==> config.mk <==
export PLATFORM = sky130hd
export DESIGN_NAME = fader_block_average_percent_unit_flat
export DESIGN_NICKNAME = d
export VERILOG_FILES = /design/src/rtl/fbap_pkg.sv /design/src/rtl/fbap_in_if.sv /design/src/rtl/fbap_out_if.sv /design/src/rtl/fbap_front.sv /design/src/rtl/fbap_queue.sv /design/src/rtl/fbap_back.sv /design/src/rtl/fader_block_average_percent_unit.sv /design/src/flat_wrapper.sv
export SDC_FILE = /design/constraint.sdc
export NUM_CORES = 1
export LEC_CHECK = 0
export ABC_AREA = 1
export BUFFER_PORTS_ARGS = -buffer_cell sky130_fd_sc_hd__buf_2
export CORE_ASPECT_RATIO = 0.8
export CORE_UTILIZATION = 29
export DETAILED_ROUTE_END_ITERATION = 16
export MAX_ROUTING_LAYER = met4
export PLACE_DENSITY = 0.51
export SYNTH_ARGS = -nofsm -noshare
export SYNTH_HDL_FRONTEND = slang
export SYNTH_SLANG_ARGS = --single-unit
==> constraint.sdc <==
create_clock -name i_clk -period 6.3 [get_ports i_clk]
set_input_delay 0.945 -clock i_clk [delete_from_list [all_inputs] [get_ports i_clk]]
set_output_delay 0.945 -clock i_clk [all_outputs]
set_load 0.03 [all_outputs]
==> src/rtl/fbap_pkg.sv <==
// fbap_pkg: shared constants, types and fixed divider constants for the fader block averager
// no dependencies
`timescale 1ns / 1ps

package fbap_pkg;

    // block configuration
    localparam int CHANNELS     = 4;
    localparam int BLOCK_LENGTH = 16;
    localparam int MAX_CH       = 4;

    // field widths
    localparam int SAMPLE_W = 12;
    localparam int LEVEL_W  = 7;

    // accumulator holds BLOCK_LENGTH * 4095
    localparam int SUM_W = SAMPLE_W + $clog2(BLOCK_LENGTH);
    localparam int CNT_W = $clog2(BLOCK_LENGTH + 1);

    // mean = sum / BLOCK_LENGTH as multiply by rounded-up reciprocal, exact for sum < 2^SUM_W
    localparam int MEAN_SHIFT   = SUM_W + $clog2(BLOCK_LENGTH);
    localparam int MEAN_RECIP_W = SUM_W + 1;
    localparam int MEAN_PROD_W  = SUM_W + MEAN_RECIP_W;
    localparam longint unsigned MEAN_RECIP_L =
        ((64'd1 << MEAN_SHIFT) + 64'(BLOCK_LENGTH) - 64'd1) / 64'(BLOCK_LENGTH);
    localparam logic [MEAN_RECIP_W-1:0] MEAN_RECIP = MEAN_RECIP_W'(MEAN_RECIP_L);

    // level = mean / 41, same scheme, exact for mean < 2^SAMPLE_W
    localparam int LEVEL_DIVISOR = 41;
    localparam int LEVEL_SHIFT   = SAMPLE_W + $clog2(LEVEL_DIVISOR);
    localparam int LEVEL_RECIP_W = SAMPLE_W + 1;
    localparam int LEVEL_PROD_W  = SAMPLE_W + LEVEL_RECIP_W;
    localparam longint unsigned LEVEL_RECIP_L =
        ((64'd1 << LEVEL_SHIFT) + 64'(LEVEL_DIVISOR) - 64'd1) / 64'(LEVEL_DIVISOR);
    localparam logic [LEVEL_RECIP_W-1:0] LEVEL_RECIP = LEVEL_RECIP_W'(LEVEL_RECIP_L);

    // queue between accumulator and back end
    localparam int QUEUE_DEPTH = 2;
    localparam int QUEUE_AW    = $clog2(QUEUE_DEPTH);
    localparam int QUEUE_CW    = $clog2(QUEUE_DEPTH + 1);

    typedef logic [SUM_W-1:0]    t_sum;
    typedef t_sum [CHANNELS-1:0] t_sum_vec;

    // one finished block as it travels from the accumulator to the back end
    typedef struct packed {
        logic     valid;
        t_sum_vec sums;
    } t_block_push;

endpackage

==> src/rtl/fbap_in_if.sv <==
// fbap_in_if: frame channel, four fader samples per word
// depends on fbap_pkg
`timescale 1ns / 1ps

interface fbap_in_if;
    logic                         valid;
    logic                         ready;
    logic [fbap_pkg::SAMPLE_W-1:0] sample_0;
    logic [fbap_pkg::SAMPLE_W-1:0] sample_1;
    logic [fbap_pkg::SAMPLE_W-1:0] sample_2;
    logic [fbap_pkg::SAMPLE_W-1:0] sample_3;

    modport source (output valid, output sample_0, output sample_1, output sample_2,
                    output sample_3, input ready);
    modport sink   (input valid, input sample_0, input sample_1, input sample_2,
                    input sample_3, output ready);
endinterface

==> src/rtl/fbap_out_if.sv <==
// fbap_out_if: block result channel, levels, means and change mask
// depends on fbap_pkg
`timescale 1ns / 1ps

interface fbap_out_if;
    logic                          valid;
    logic                          ready;
    logic [fbap_pkg::LEVEL_W-1:0]  level_0;
    logic [fbap_pkg::LEVEL_W-1:0]  level_1;
    logic [fbap_pkg::LEVEL_W-1:0]  level_2;
    logic [fbap_pkg::LEVEL_W-1:0]  level_3;
    logic [fbap_pkg::SAMPLE_W-1:0] mean_0;
    logic [fbap_pkg::SAMPLE_W-1:0] mean_1;
    logic [fbap_pkg::SAMPLE_W-1:0] mean_2;
    logic [fbap_pkg::SAMPLE_W-1:0] mean_3;
    logic [fbap_pkg::MAX_CH-1:0]   changed_mask;

    modport source  (output valid, output level_0, output level_1, output level_2,
                     output level_3, output mean_0, output mean_1, output mean_2,
                     output mean_3, output changed_mask, input ready);
    modport sink    (input valid, input level_0, input level_1, input level_2,
                     input level_3, input mean_0, input mean_1, input mean_2,
                     input mean_3, input changed_mask, output ready);
    modport monitor (input valid, input level_0, input level_1, input level_2,
                     input level_3, input mean_0, input mean_1, input mean_2,
                     input mean_3, input changed_mask, input ready);
endinterface

==> src/rtl/fbap_front.sv <==
// fbap_front: per-channel accumulators and frame counter, hands finished blocks to the queue
// depends on fbap_pkg, fbap_in_if
`timescale 1ns / 1ps

module fbap_front (
    input  logic                  i_clk,
    input  logic                  i_rst_n,
    fbap_in_if.sink               i_frame,
    output fbap_pkg::t_block_push o_push,
    input  logic                  i_push_ready
);

    logic [fbap_pkg::CNT_W-1:0] r_count, n_count;
    fbap_pkg::t_sum_vec         r_sums, n_sums;
    fbap_pkg::t_sum_vec         w_acc;
    logic [fbap_pkg::MAX_CH-1:0][fbap_pkg::SAMPLE_W-1:0] w_samples;
    logic                       w_last;
    logic                       w_accept;

    assign w_samples = {i_frame.sample_3, i_frame.sample_2, i_frame.sample_1, i_frame.sample_0};
    assign w_last    = (r_count == fbap_pkg::CNT_W'(fbap_pkg::BLOCK_LENGTH - 1));

    // only the closing frame of a block needs room in the queue
    assign i_frame.ready = !w_last || i_push_ready;
    assign w_accept      = i_frame.valid && i_frame.ready;

    always_comb begin
        for (int c = 0; c < fbap_pkg::CHANNELS; c++) begin
            w_acc[c] = r_sums[c] + fbap_pkg::SUM_W'(w_samples[c]);
        end
    end

    assign o_push.valid = i_frame.valid && w_last;
    assign o_push.sums  = w_acc;

    always_comb begin
        n_count = r_count;
        n_sums  = r_sums;
        if (w_accept) begin
            if (w_last) begin
                n_count = '0;
                n_sums  = '0;
            end else begin
                n_count = r_count + fbap_pkg::CNT_W'(1);
                n_sums  = w_acc;
            end
        end
    end

    always_ff @(posedge i_clk) begin
        if (!i_rst_n) begin
            r_count <= '0;
            r_sums  <= '0;
        end else begin
            r_count <= n_count;
            r_sums  <= n_sums;
        end
    end

endmodule

==> src/rtl/fbap_queue.sv <==
// fbap_queue: short flop queue of finished block sums between front and back
// depends on fbap_pkg
`timescale 1ns / 1ps

module fbap_queue (
    input  logic                  i_clk,
    input  logic                  i_rst_n,
    input  fbap_pkg::t_block_push i_push,
    output logic                  o_push_ready,
    output fbap_pkg::t_block_push o_pop,
    input  logic                  i_pop_ready
);

    fbap_pkg::t_sum_vec            r_mem [fbap_pkg::QUEUE_DEPTH];
    logic [fbap_pkg::QUEUE_AW-1:0] r_wr_ptr, n_wr_ptr;
    logic [fbap_pkg::QUEUE_AW-1:0] r_rd_ptr, n_rd_ptr;
    logic [fbap_pkg::QUEUE_CW-1:0] r_fill, n_fill;
    logic                          w_push;
    logic                          w_pop;

    assign o_push_ready = (r_fill != fbap_pkg::QUEUE_CW'(fbap_pkg::QUEUE_DEPTH));
    assign o_pop.valid  = (r_fill != '0);
    assign o_pop.sums   = r_mem[r_rd_ptr];

    assign w_push = i_push.valid && o_push_ready;
    assign w_pop  = o_pop.valid && i_pop_ready;

    function automatic logic [fbap_pkg::QUEUE_AW-1:0] ptr_inc(
        input logic [fbap_pkg::QUEUE_AW-1:0] ptr);
        if (ptr == fbap_pkg::QUEUE_AW'(fbap_pkg::QUEUE_DEPTH - 1)) begin
            return '0;
        end
        return ptr + fbap_pkg::QUEUE_AW'(1);
    endfunction

    always_comb begin
        n_wr_ptr = w_push ? ptr_inc(r_wr_ptr) : r_wr_ptr;
        n_rd_ptr = w_pop  ? ptr_inc(r_rd_ptr) : r_rd_ptr;
        n_fill   = r_fill;
        if (w_push && !w_pop) begin
            n_fill = r_fill + fbap_pkg::QUEUE_CW'(1);
        end else if (w_pop && !w_push) begin
            n_fill = r_fill - fbap_pkg::QUEUE_CW'(1);
        end
    end

    always_ff @(posedge i_clk) begin
        if (!i_rst_n) begin
            r_wr_ptr <= '0;
            r_rd_ptr <= '0;
            r_fill   <= '0;
        end else begin
            r_wr_ptr <= n_wr_ptr;
            r_rd_ptr <= n_rd_ptr;
            r_fill   <= n_fill;
        end
    end

    always_ff @(posedge i_clk) begin
        if (w_push) begin
            r_mem[r_wr_ptr] <= i_push.sums;
        end
    end

endmodule

==> src/rtl/fbap_back.sv <==
// fbap_back: two-stage mean / level pipeline with change detect and output register
// depends on fbap_pkg, fbap_out_if
`timescale 1ns / 1ps

module fbap_back (
    input  logic                  i_clk,
    input  logic                  i_rst_n,
    input  fbap_pkg::t_block_push i_pop,
    output logic                  o_pop_ready,
    fbap_out_if.source            o_block
);

    typedef logic [fbap_pkg::SAMPLE_W-1:0] t_mean;
    typedef logic [fbap_pkg::LEVEL_W-1:0]  t_level;

    // stage a: means
    logic                           r_a_valid;
    t_mean [fbap_pkg::CHANNELS-1:0] r_a_mean, n_a_mean;
    // stage b: output register
    logic                           r_b_valid;
    t_mean  [fbap_pkg::CHANNELS-1:0] r_b_mean;
    t_level [fbap_pkg::CHANNELS-1:0] r_b_level, n_b_level;
    logic   [fbap_pkg::MAX_CH-1:0]   r_b_mask, n_b_mask;
    // levels of the last block that left stage a
    t_level [fbap_pkg::CHANNELS-1:0] r_prev;

    logic w_b_load;
    logic w_a_load;

    assign w_b_load    = r_a_valid && (!r_b_valid || o_block.ready);
    assign o_pop_ready = !r_a_valid || w_b_load;
    assign w_a_load    = i_pop.valid && o_pop_ready;

    always_comb begin
        logic [fbap_pkg::MEAN_PROD_W-1:0] prod;
        for (int c = 0; c < fbap_pkg::CHANNELS; c++) begin
            prod = fbap_pkg::MEAN_PROD_W'(i_pop.sums[c])
                 * fbap_pkg::MEAN_PROD_W'(fbap_pkg::MEAN_RECIP);
            n_a_mean[c] = prod[fbap_pkg::MEAN_SHIFT +: fbap_pkg::SAMPLE_W];
        end
    end

    always_comb begin
        logic [fbap_pkg::LEVEL_PROD_W-1:0] prod;
        n_b_mask = '0;
        for (int c = 0; c < fbap_pkg::CHANNELS; c++) begin
            prod = fbap_pkg::LEVEL_PROD_W'(r_a_mean[c])
                 * fbap_pkg::LEVEL_PROD_W'(fbap_pkg::LEVEL_RECIP);
            n_b_level[c] = prod[fbap_pkg::LEVEL_SHIFT +: fbap_pkg::LEVEL_W];
            n_b_mask[c]  = (n_b_level[c] != r_prev[c]);
        end
    end

    always_ff @(posedge i_clk) begin
        if (!i_rst_n) begin
            r_a_valid <= 1'b0;
            r_b_valid <= 1'b0;
            r_prev    <= '0;
        end else begin
            if (o_pop_ready) begin
                r_a_valid <= i_pop.valid;
            end
            if (w_b_load) begin
                r_b_valid <= 1'b1;
                r_prev    <= n_b_level;
            end else if (o_block.ready) begin
                r_b_valid <= 1'b0;
            end
        end
    end

    always_ff @(posedge i_clk) begin
        if (w_a_load) begin
            r_a_mean <= n_a_mean;
        end
        if (w_b_load) begin
            r_b_mean  <= r_a_mean;
            r_b_level <= n_b_level;
            r_b_mask  <= n_b_mask;
        end
    end

    // unused channels read as zero
    always_comb begin
        t_mean  [fbap_pkg::MAX_CH-1:0] mean_all;
        t_level [fbap_pkg::MAX_CH-1:0] level_all;
        mean_all  = '0;
        level_all = '0;
        for (int c = 0; c < fbap_pkg::CHANNELS; c++) begin
            mean_all[c]  = r_b_mean[c];
            level_all[c] = r_b_level[c];
        end
        o_block.mean_0  = mean_all[0];
        o_block.mean_1  = mean_all[1];
        o_block.mean_2  = mean_all[2];
        o_block.mean_3  = mean_all[3];
        o_block.level_0 = level_all[0];
        o_block.level_1 = level_all[1];
        o_block.level_2 = level_all[2];
        o_block.level_3 = level_all[3];
    end

    assign o_block.valid        = r_b_valid;
    assign o_block.changed_mask = r_b_mask;

endmodule

==> src/rtl/fader_block_average_percent_unit.sv <==
// fader_block_average_percent_unit: top level of the fader boxcar averager
// depends on fbap_pkg, fbap_in_if, fbap_out_if, fbap_front, fbap_queue, fbap_back
`timescale 1ns / 1ps

// channel   dir  word                                    handshake
// i_frame   in   sample_0..sample_3, 12 bit unsigned     valid / ready
// o_block   out  level_0..3, mean_0..3, changed_mask     valid / ready
//
// one frame word accepted every cycle while the queue has room for closing frames; the accumulator adder is the only
// work on the frame path, so there is no other limit while the output drains
// a block result goes from its closing frame through the queue, the mean multiply, then the level
// multiply and compare into the output register
// synchronous active-low reset clears accumulators, frame count, previous levels,
// queue and pipeline valids; no clearing pass
// a stalled output backs up the pipeline, then the two-entry queue; only the closing
// frame of a block waits for queue room, other frames keep flowing

module fader_block_average_percent_unit (
    input  logic       i_clk,
    input  logic       i_rst_n,
    fbap_in_if.sink    i_frame,
    fbap_out_if.source o_block
);

    // finished block sums from the accumulator into the queue
    fbap_pkg::t_block_push w_push;
    logic                  w_push_ready;

    // head of the queue into the mean / level pipeline
    fbap_pkg::t_block_push w_pop;
    logic                  w_pop_ready;

    // front: accumulate four channels, count frames, close the block
    fbap_front u_front (
        .i_clk        (i_clk),
        .i_rst_n      (i_rst_n),
        .i_frame      (i_frame),
        .o_push       (w_push),
        .i_push_ready (w_push_ready)
    );

    // decoupling queue so a stalled consumer does not stop accumulation until the queue is full
    fbap_queue u_queue (
        .i_clk        (i_clk),
        .i_rst_n      (i_rst_n),
        .i_push       (w_push),
        .o_push_ready (w_push_ready),
        .o_pop        (w_pop),
        .i_pop_ready  (w_pop_ready)
    );

    // back: mean, level, change mask, output register
    fbap_back u_back (
        .i_clk       (i_clk),
        .i_rst_n     (i_rst_n),
        .i_pop       (w_pop),
        .o_pop_ready (w_pop_ready),
        .o_block     (o_block)
    );

endmodule

==> src/flat_wrapper.sv <==
// flat-port wrapper written by rule: the top's interface ports become plain ports
module fader_block_average_percent_unit_flat 
  (i_clk, i_rst_n, i_frame_valid, i_frame_sample_0, i_frame_sample_1, i_frame_sample_2, i_frame_sample_3, i_frame_ready, o_block_valid, o_block_level_0, o_block_level_1, o_block_level_2, o_block_level_3, o_block_mean_0, o_block_mean_1, o_block_mean_2, o_block_mean_3, o_block_changed_mask, o_block_ready);
  fbap_in_if i_frame_i ();
  fbap_out_if o_block_i ();
  input  logic i_clk;
  input  logic i_rst_n;
  input wire logic [$bits(i_frame_i.valid)-1:0] i_frame_valid;
  input wire logic [$bits(i_frame_i.sample_0)-1:0] i_frame_sample_0;
  input wire logic [$bits(i_frame_i.sample_1)-1:0] i_frame_sample_1;
  input wire logic [$bits(i_frame_i.sample_2)-1:0] i_frame_sample_2;
  input wire logic [$bits(i_frame_i.sample_3)-1:0] i_frame_sample_3;
  output wire logic [$bits(i_frame_i.ready)-1:0] i_frame_ready;
  output wire logic [$bits(o_block_i.valid)-1:0] o_block_valid;
  output wire logic [$bits(o_block_i.level_0)-1:0] o_block_level_0;
  output wire logic [$bits(o_block_i.level_1)-1:0] o_block_level_1;
  output wire logic [$bits(o_block_i.level_2)-1:0] o_block_level_2;
  output wire logic [$bits(o_block_i.level_3)-1:0] o_block_level_3;
  output wire logic [$bits(o_block_i.mean_0)-1:0] o_block_mean_0;
  output wire logic [$bits(o_block_i.mean_1)-1:0] o_block_mean_1;
  output wire logic [$bits(o_block_i.mean_2)-1:0] o_block_mean_2;
  output wire logic [$bits(o_block_i.mean_3)-1:0] o_block_mean_3;
  output wire logic [$bits(o_block_i.changed_mask)-1:0] o_block_changed_mask;
  input wire logic [$bits(o_block_i.ready)-1:0] o_block_ready;
  assign i_frame_i.valid = i_frame_valid;
  assign i_frame_i.sample_0 = i_frame_sample_0;
  assign i_frame_i.sample_1 = i_frame_sample_1;
  assign i_frame_i.sample_2 = i_frame_sample_2;
  assign i_frame_i.sample_3 = i_frame_sample_3;
  assign i_frame_ready = i_frame_i.ready;
  assign o_block_valid = o_block_i.valid;
  assign o_block_level_0 = o_block_i.level_0;
  assign o_block_level_1 = o_block_i.level_1;
  assign o_block_level_2 = o_block_i.level_2;
  assign o_block_level_3 = o_block_i.level_3;
  assign o_block_mean_0 = o_block_i.mean_0;
  assign o_block_mean_1 = o_block_i.mean_1;
  assign o_block_mean_2 = o_block_i.mean_2;
  assign o_block_mean_3 = o_block_i.mean_3;
  assign o_block_changed_mask = o_block_i.changed_mask;
  assign o_block_i.ready = o_block_ready;
  fader_block_average_percent_unit u_core (.i_clk(i_clk), .i_rst_n(i_rst_n), .i_frame(i_frame_i), .o_block(o_block_i));
endmodule
==> results of run 1 <==
-- critical path, cell delays in order, from the launching register on --
cell and delay, ns:
edfxtp_1 0.53, ha_1 0.34, inv_1 0.05, fa_1 0.53
inv_1 0.05, fa_1 0.50, fa_1 0.54, inv_1 0.06
fa_1 0.54, inv_1 0.05, ha_1 0.32, a21oi_1 0.24
a21oi_1 0.12, nor2_2 0.17, nand2_2 0.09, a21oi_1 0.18
nand2_1 0.09, nand3_1 0.07, nand2_1 0.07, nor2_1 0.10
nand2_1 0.06
-- cell families (layout without fill, tap and decap cells) --
group	Yosys count	in the layout	share of synthesized area, %
buf+inv	693	874	9.55
compound gates	309	309	6.15
fa+ha+maj	606	606	33.1
xor+xnor	57	57	1.92
other cells	0	2	0
simple gates	1144	1144	17.3
flops	327	327	31.9
-- path summary, 6_finish.rpt --
path / start / endpoint / slack [ns] / cells past startpoint
hold / removal: u_core.u_front.r_count[4] / u_core.u_front.r_count[4] / 0.45 / 2
hold reg to reg: u_core.u_front.r_count[4] / u_core.u_front.r_count[4] / 0.45 / 2
setup / recovery: u_core.u_back.r_a_mean[38] / u_core.u_back.o_block.changed_mask[3] / 1.36 / 20
setup reg to reg: u_core.u_back.r_a_mean[38] / u_core.u_back.o_block.changed_mask[3] / 1.36 / 20
-- flip-flops by register name, summed over array words and instances (netlist names), 12 cells and up --
name,flops
u_core.u_back.o_block.mean_0,12
u_core.u_back.r_a_mean,48
u_core.u_queue.r_mem,96
u_core.u_back.o_block.mean_1,12
u_core.u_back.o_block.mean_3,12
u_core.u_back.r_prev,28
u_core.u_front.r_sums,64
u_core.u_back.o_block.mean_2,12
-- metal layers --
| metal | GRT usage, % | wire length (um) | up-vias |
|---|---|---|---|
| li1 | - | - | 10300 |
| met1 | 21.1 | 35300 | 8967 |
| met2 | 20.8 | 27000 | 257 |
| met3 | 2.13 | 2620 | 56 |
| met4 | 2.54 | 861 | 0 |
| met5 | - | 0 | - |
-- cell usage in the layout (no fill, tap or decap), drive strengths merged, types with 42 or more instances in the layout --
cell type    n
nand3      156
fa         204
ha         402
xor2        42
a21oi      192
clkbuf      51
buf        143
nand2      788
edfxtp     224
nor2       125
o21ai       70
inv        654
dfxtp      103
-- area by class of cell --
type                            count  area, sq um  share of cell area, %
Antenna cell                        2         5.00                 0.0161
Clock buffer                       51         1150                   3.68
Clock inverter                     27          353                   1.13
Inverter                          653         2460                   7.89
Multi-Input combinational cell   2116        16100                   51.8
Sequential cell                   327         8790                   28.2
Tap cell                         1224         1530                   4.91
Timing Repair Buffer              143          741                   2.38
-- stage by stage --
step                      area [sq um]  instances
after floorplan                  27500       3136
final                            31200       4543
after CTS                        31200       4541
after global routing             31200       4542
after detailed placement         29700       4463
after global placement           29700       4463
==> results_dict.tcl, run 1 <==
set metrics [dict create \
    die_area_sq_mm 0.0962 \
    post_drt_wl_per_cell_um 14.5 \
    syn_area_sq_mm 0.0275 \
    max_clock_freq_mhz 202 \
    crit_required_ns 6.62 \
    synth_nets 3794 \
    antenna_left 0 \
    critPathCaptureType "flip-flop" \
    dr_total_vias 19600 \
    drtIter0Drc 940 \
    core_sq_mm 0.0936 \
    dp.final_hpwl_um 51200 \
    cp-start-kind "flip-flop" \
    yosysWarnings 0 \
    drive_gt1_share_pct 8.38 \
    die_x_um 346 \
    clock_sinks 327 \
    path_max_fanout 8 \
    grt_pass1_wl_um 107000 \
    ios 134 \
    cap_violations 0 \
    die_h_um 278 \
    cts_buffer_depth 3 \
    max_slew.worst_pin.slew_ns 1.07 \
    ys_seq_elements 327 \
    synth_most_common_cell "nand2_1" \
    nets 3941 \
    hold_path_class "flip-flop to flip-flop" \
    arrival_ns 5.26 \
    htree_levels 2 \
    whs_ns 0.454 \
    cts_tree "built" \
    synth_top_cell_by_area "edfxtp_1" \
    gp_congestion 0.836 \
    fin_tns_setup_ns 0 \
    drt_pass1_iterations 5 \
    cts_root_buf "clkbuf_16" \
    status "finished, final reports clean" \
    io_buffers 133 \
    dp_slack_ns 1.34 \
    final_util_pct 33.3 \
    syn-instance-count 3136 \
    slew_headroom_pct 28.6 \
    synthTopCellsByArea "edfxtp_1 (24%), ha_1 (18%), fa_1 (15%)" \
    skew_ns 0.0239 \
    hold_viol_final 0 \
    fill_cells 9811 \
    drt_wl_total_um 65800 \
    rsz0062_at_grt "false" \
    cts_buffers 42 \
    synthArstFlopShare_pct 0 \
    synth-edff-count 224 \
    layout_setup_ws_ns 1.36 \
    post-route-min-period_ns 4.94 \
    crit_type "flip-flop to flip-flop" \
    grt_usage_pct 14.3 \
    grt_max_degree 58 \
    drv_slew 0 \
    cts.repair.resized 0 \
    path_clk_slew_ns 0.06 \
    syn_area_per_cell_sq_um 8.78 \
    synth_top_cells_by_count "nand2_1 (772), inv_1 (645), ha_1 (402), edfxtp_1 (224), fa_1 (204)" \
    ctsHoldBuffers 0 \
    synth.distinct_cells 44 \
    ys_seq_area_share_pct 31.9 \
    syn2layout_area_growth_pct 13.2 \
    via_per_inst 4.30 \
    std_cell_rows 100 \
    post-synth-top-area-fraction_pct 24.4 \
    initial_core_util_pct 29.4 \
    antenna_found_initial 9 \
    synthFlopType "edfxtp_1" \
    clk_latency_ns 0.58 \
    grt_pass1_vias 19500 \
    grt_overflow_total 0 \
    post_cts_buffers 0 \
    setup_violations 0 \
    drc 0 \
    period_share_pct 78.4 \
]
Power of run 1 is not shown: default switching activity piles up to over one toggle a cycle in this logic, so the estimate is an artifact.
==> run 2, diff against run 1 <==
Clock period 6.3 ns to 4.9 ns, I/O delays scaled along.
==> results_dict.tcl, run 2 (synthesis gave the netlist of run 1 again) <==
set metrics [dict create \
    status "finished, final reports clean" \
    crit_required_ns 5.24 \
    top_regs "u_core.u_queue.r_mem: 96 flops, u_core.u_front.r_sums: 64 flops, u_core.u_back.r_a_mean: 48 flops" \
    r2r_slack_ns 0.26 \
    slew_headroom_pct 24.1 \
    cts_root_buf "clkbuf_16" \
    min_from "u_core.u_front.r_count[4]" \
    final_common_cell "nand2_1" \
    syn2layout_area_growth_pct 17.3 \
    nets 4041 \
    crit_start "u_core.u_back.r_a_mean[42]" \
    drc 0 \
    arrival_ns 4.98 \
    path_max_fanout 5 \
    hold_end "u_core.u_front.r_count[4]" \
    grt_overflow_total 0 \
    route.met2.wl_um 27400 \
    die_h_um 278 \
    met3_length_um 2100 \
    path_clk_slew_ns 0.07 \
    final_cell_mix "nand2_1 (747), inv_1 (636), ha_1 (386)" \
    fill_cells 9735 \
    drv_slew 0 \
    ios 134 \
    rsz0062_at_grt "true" \
    dr_total_vias 19800 \
    drt_wl_total_um 66500 \
    drive_gt1_share_pct 13.1 \
    drt_pass1_iterations 7 \
    std_cell_rows 100 \
    setup_violations 0 \
    grt_max_degree 56 \
    grt_pass1_vias 19500 \
    max_slew.worst_pin.slew_ns 1.13 \
    io_buffers 133 \
    wl_met1_um 35800 \
    skew_ns 0.0238 \
    crit_type "flip-flop to flip-flop" \
    cts_tree "built" \
    top_layer "met4" \
    stdcell_area_sq_mm 0.0323 \
    cts_buffers 42 \
    critPathCaptureType "flip-flop" \
    ctsHoldBuffers 0 \
    antenna_found_initial 8 \
    drtIter0Drc 906 \
    hold_viol_final 0 \
    r2r-start "u_core.u_back.r_a_mean[42]" \
    grt_usage_pct 14.3 \
    cts_buffer_depth 3 \
    largest_reg_flops 96 \
    post_dp_cell_area_sq_mm 0.0301 \
    min_path_cells 2 \
    post_drt_wl_per_cell_um 14.3 \
    rr_worst_depth 23 \
    core_sq_mm 0.0936 \
    grt_pass1_wl_um 107000 \
    cap_violations 0 \
    max_clock_freq_mhz 216 \
    multi_input_area_sq_mm 0.0165 \
    regMostFlops "u_core.u_queue.r_mem" \
    gp_congestion 0.859 \
    seqCellArea_sq_mm 0.00879 \
    post-route-min-period_ns 4.64 \
    initial_core_util_pct 29.4 \
    cp-start-kind "flip-flop" \
    die_x_um 346 \
    r2r_end "u_core.u_back.o_block.changed_mask[3]" \
    htree_levels 2 \
    clk_latency_ns 0.58 \
    die_area_sq_mm 0.0962 \
    hold_path_class "flip-flop to flip-flop" \
    antenna_left 0 \
    dp.final_hpwl_um 51800 \
    period_share_pct 94.6 \
    clock_sinks 327 \
    via_per_inst 4.26 \
]
[run 2: worst max-delay path, cell delays in order, from the launching register on]
cell	delay (ns)
edfxtp_1	0.43
buf_6	0.16
fa_1	0.47
ha_1	0.30
inv_1	0.05
fa_1	0.47
inv_1	0.05
fa_1	0.52
inv_1	0.05
fa_1	0.52
inv_1	0.06
ha_4	0.25
nand2_1	0.05
nand2_1	0.06
nand2_1	0.07
a21oi_2	0.06
nor2_2	0.16
nand2_2	0.11
a21oi_2	0.17
nand2_1	0.09
nand3_1	0.07
nand2_1	0.06
nor2_1	0.10
nand2_1	0.05
[run 2: final cells by class]
type / instances / area share [%]
Antenna cell: 3 / 0.0232
Tap cell: 1224 / 4.74
Clock buffer: 52 / 3.60
Timing Repair Buffer: 243 / 4.65
Inverter: 653 / 7.61
Clock inverter: 26 / 1.10
Multi-Input combinational cell: 2116 / 51.1
Sequential cell: 327 / 27.2
[run 2: worst max-delay path by stage]
stage                                                 end  slack (ns)  depth (start not counted)
floorplan           u_core.u_back.o_block.changed_mask[3]        0.35                         24
global placement    u_core.u_back.o_block.changed_mask[2]         0.1                         20
detailed placement  u_core.u_back.o_block.changed_mask[2]        0.04                         20
CTS                 u_core.u_back.o_block.changed_mask[2]        0.03                         20
global route        u_core.u_back.o_block.changed_mask[1]       -0.03                         25
finish              u_core.u_back.o_block.changed_mask[3]        0.26                         23
[run 2: per-layer routing]
layer,global-route usage (%),vias up
met5,-,-
met4,2.97,0
met3,1.84,77
met2,20.7,231
met1,21.0,9001
li1,-,10500
[run 2: what timing repair did]
item / CTS / global route
setup buffers: 0 / 45
endpoints found under the setup margin: 0 / 11
resized for setup: 0 / 82
[run 2: metrics by stage]
stage | hold WS, ns | setup WS, ns | util (%) | std cells | setup TNS, ns
after floorplan | 0.429 | 0.354 | - | 3136 | 0
after global placement | 0.437 | 0.0988 | 32.1 | 4518 | 0
after detailed placement | 0.449 | 0.0375 | 32.1 | 4518 | 0
after CTS | 0.458 | 0.0286 | 33.8 | 4596 | 0
after global routing | 0.490 | -0.0311 | 34.5 | 4641 | -0.0713
final | 0.455 | 0.263 | 34.5 | 4644 | 0
Power of run 2 is left out for the same reason.
==> run 3, diff against run 2 <==
==> constraint.sdc (replaced) <==
create_clock -name i_clk -period 4.9 [get_ports i_clk]
set_input_delay 0.245 -clock i_clk [delete_from_list [all_inputs] [get_ports i_clk]]
set_output_delay 0.245 -clock i_clk [all_outputs]
set_load 0.03 [all_outputs]
==> results_dict.tcl, run 3 (synthesis gave the netlist of run 1 again) <==
set metrics [dict create \
    status "finished, final reports clean" \
    cts_tree "built" \
    syn2layout_area_growth_pct 17.2 \
    fin_tns_setup_ns 0 \
    dp_slack_ns 0.00215 \
    grt_pass1_wl_um 106000 \
    gp_congestion 0.847 \
    die_x_um 346 \
    path_clk_slew_ns 0.06 \
    drtIter0Drc 811 \
    critPathMostFrequentCell "nand2_1" \
    drc 0 \
    htree_levels 2 \
    dp.final_hpwl_um 51800 \
    dr_total_vias 20000 \
    final_common_cell "nand2_1" \
    cts_buffers 42 \
    via_per_inst 4.29 \
    nets 4054 \
    skew_ns 0.0167 \
    grt_pass1_vias 19200 \
    clk_latency_ns 0.57 \
    ios 134 \
    path_max_fanout 6 \
    die_h_um 278 \
    antenna_left 0 \
    hold_path_class "input pin to flip-flop" \
    regMostFlops "u_core.u_queue.r_mem" \
    crit_family "adder cells" \
    std_cell_rows 100 \
    hold_viol_final 0 \
    io_buffers 133 \
    grt_usage_pct 14.2 \
    grt_max_degree 60 \
    cpPeakStageDelay_ns 0.51 \
    slew_headroom_pct 27.4 \
    ctsHoldBuffers 0 \
    final_cell_mix "nand2_1 (761), inv_1 (637), ha_1 (393)" \
    post-route-min-period_ns 4.67 \
    antenna_found_initial 9 \
    die_area_sq_mm 0.0962 \
    drive_gt1_share_pct 12.8 \
    period_share_pct 95.4 \
    stdcell_area_sq_mm 0.0323 \
    worst-path-buf-inv 4 \
    path_cells "buf_4, buf_4, ha_1, inv_1, fa_1, fa_1, fa_1, inv_1, ha_1, ha_1, nand2_1, o21ai_0, a21oi_1, nand4_1, nand2_1, nand2_1, nand2_1, nor2_1, nand2_1" \
    arrival_ns 5.00 \
    initial_core_util_pct 29.4 \
    layout.cells.non_filler 4654 \
    cts_root_buf "clkbuf_16" \
    layout_setup_ws_ns 0.227 \
    max_clock_freq_mhz 214 \
    post_drt_wl_per_cell_um 14.3 \
    crit_path_top_delay_cell "edfxtp_1" \
    setup_violations 0 \
    drv_slew 0 \
    clock_sinks 327 \
    drt_pass1_iterations 4 \
    critPathCaptureType "flip-flop" \
    post_dp_cell_area_sq_mm 0.0301 \
    cap_violations 0 \
    crit_required_ns 5.22 \
    crit_type "flip-flop to flip-flop" \
    core_sq_mm 0.0936 \
    cp-start-kind "flip-flop" \
    dp.cells 4516 \
    drt_wl_total_um 66600 \
    top_regs "u_core.u_queue.r_mem: 96 flops, u_core.u_front.r_sums: 64 flops, u_core.u_back.r_a_mean: 48 flops" \
    cts_buffer_depth 3 \
    grt_overflow_total 0 \
    largest_reg_flops 96 \
    max_slew.worst_pin.slew_ns 1.09 \
]
## run 3: final cells by class
type | instances | area, sq um
diodes | 1 | 2.50
clock buffers | 50 | 1130
clock inverters | 27 | 360
fillers | 9743 | 61300
inverters | 653 | 2460
multi-input cells | 2116 | 16400
flip-flops and latches | 327 | 8790
well taps | 1224 | 1530
repair buffers | 256 | 1610
## run 3: worst min-delay path, delay by kind of cell
kind                     cells  cell delay, ns
AND/OR/NAND/NOR              1            0.04
buffers and inverters        1            0.08
AO/OA/AOI/OAI                1            0.12
adder cells (fa/ha/maj)      1            0.12
## run 3: timing repair
item,in CTS,in global routing
pin swaps,0,16
buffers inserted,2,58
setup endpoints to repair,1,11
gates resized for setup,0,55
## run 3: path summary, 6_finish.rpt
check | startpoint | end | slack [ns] | cells past startpoint
min reg2reg | u_core.u_front.r_count[4] | u_core.u_front.r_count[4] | 0.46 | 2
max reg2reg | u_core.u_back.r_a_mean[30] | u_core.u_back.o_block.changed_mask[2] | 0.23 | 19
min | i_frame_sample_2[0] | u_core.u_front.r_sums[32] | 0.08 | 4
max | u_core.u_back.r_a_mean[30] | u_core.u_back.o_block.changed_mask[2] | 0.23 | 19
## run 3: per-layer routing
| layer | GRT usage (%) | vias up | part of all wire [%] | wire [um] |
|---|---|---|---|---|
| met4 | 2.93 | 0 | 1.7 | 1140 |
| met2 | 20.7 | 242 | 41 | 27600 |
| met3 | 2.06 | 70 | 3.5 | 2330 |
| li1 | - | 10500 | - | - |
| met1 | 20.7 | 9135 | 53 | 35500 |
| met5 | - | - | 0 | 0 |
## run 3: through the flow
stage | hold slack, ns | utilization, %
after global placement | 0.436 | 32.1
after global routing | 0.0873 | 34.5
after detailed placement | 0.445 | 32.1
final | 0.0822 | 34.5
after CTS | 0.0408 | 33.7
after floorplan | 0.429 | -
Power of run 3 is left out for the same reason.
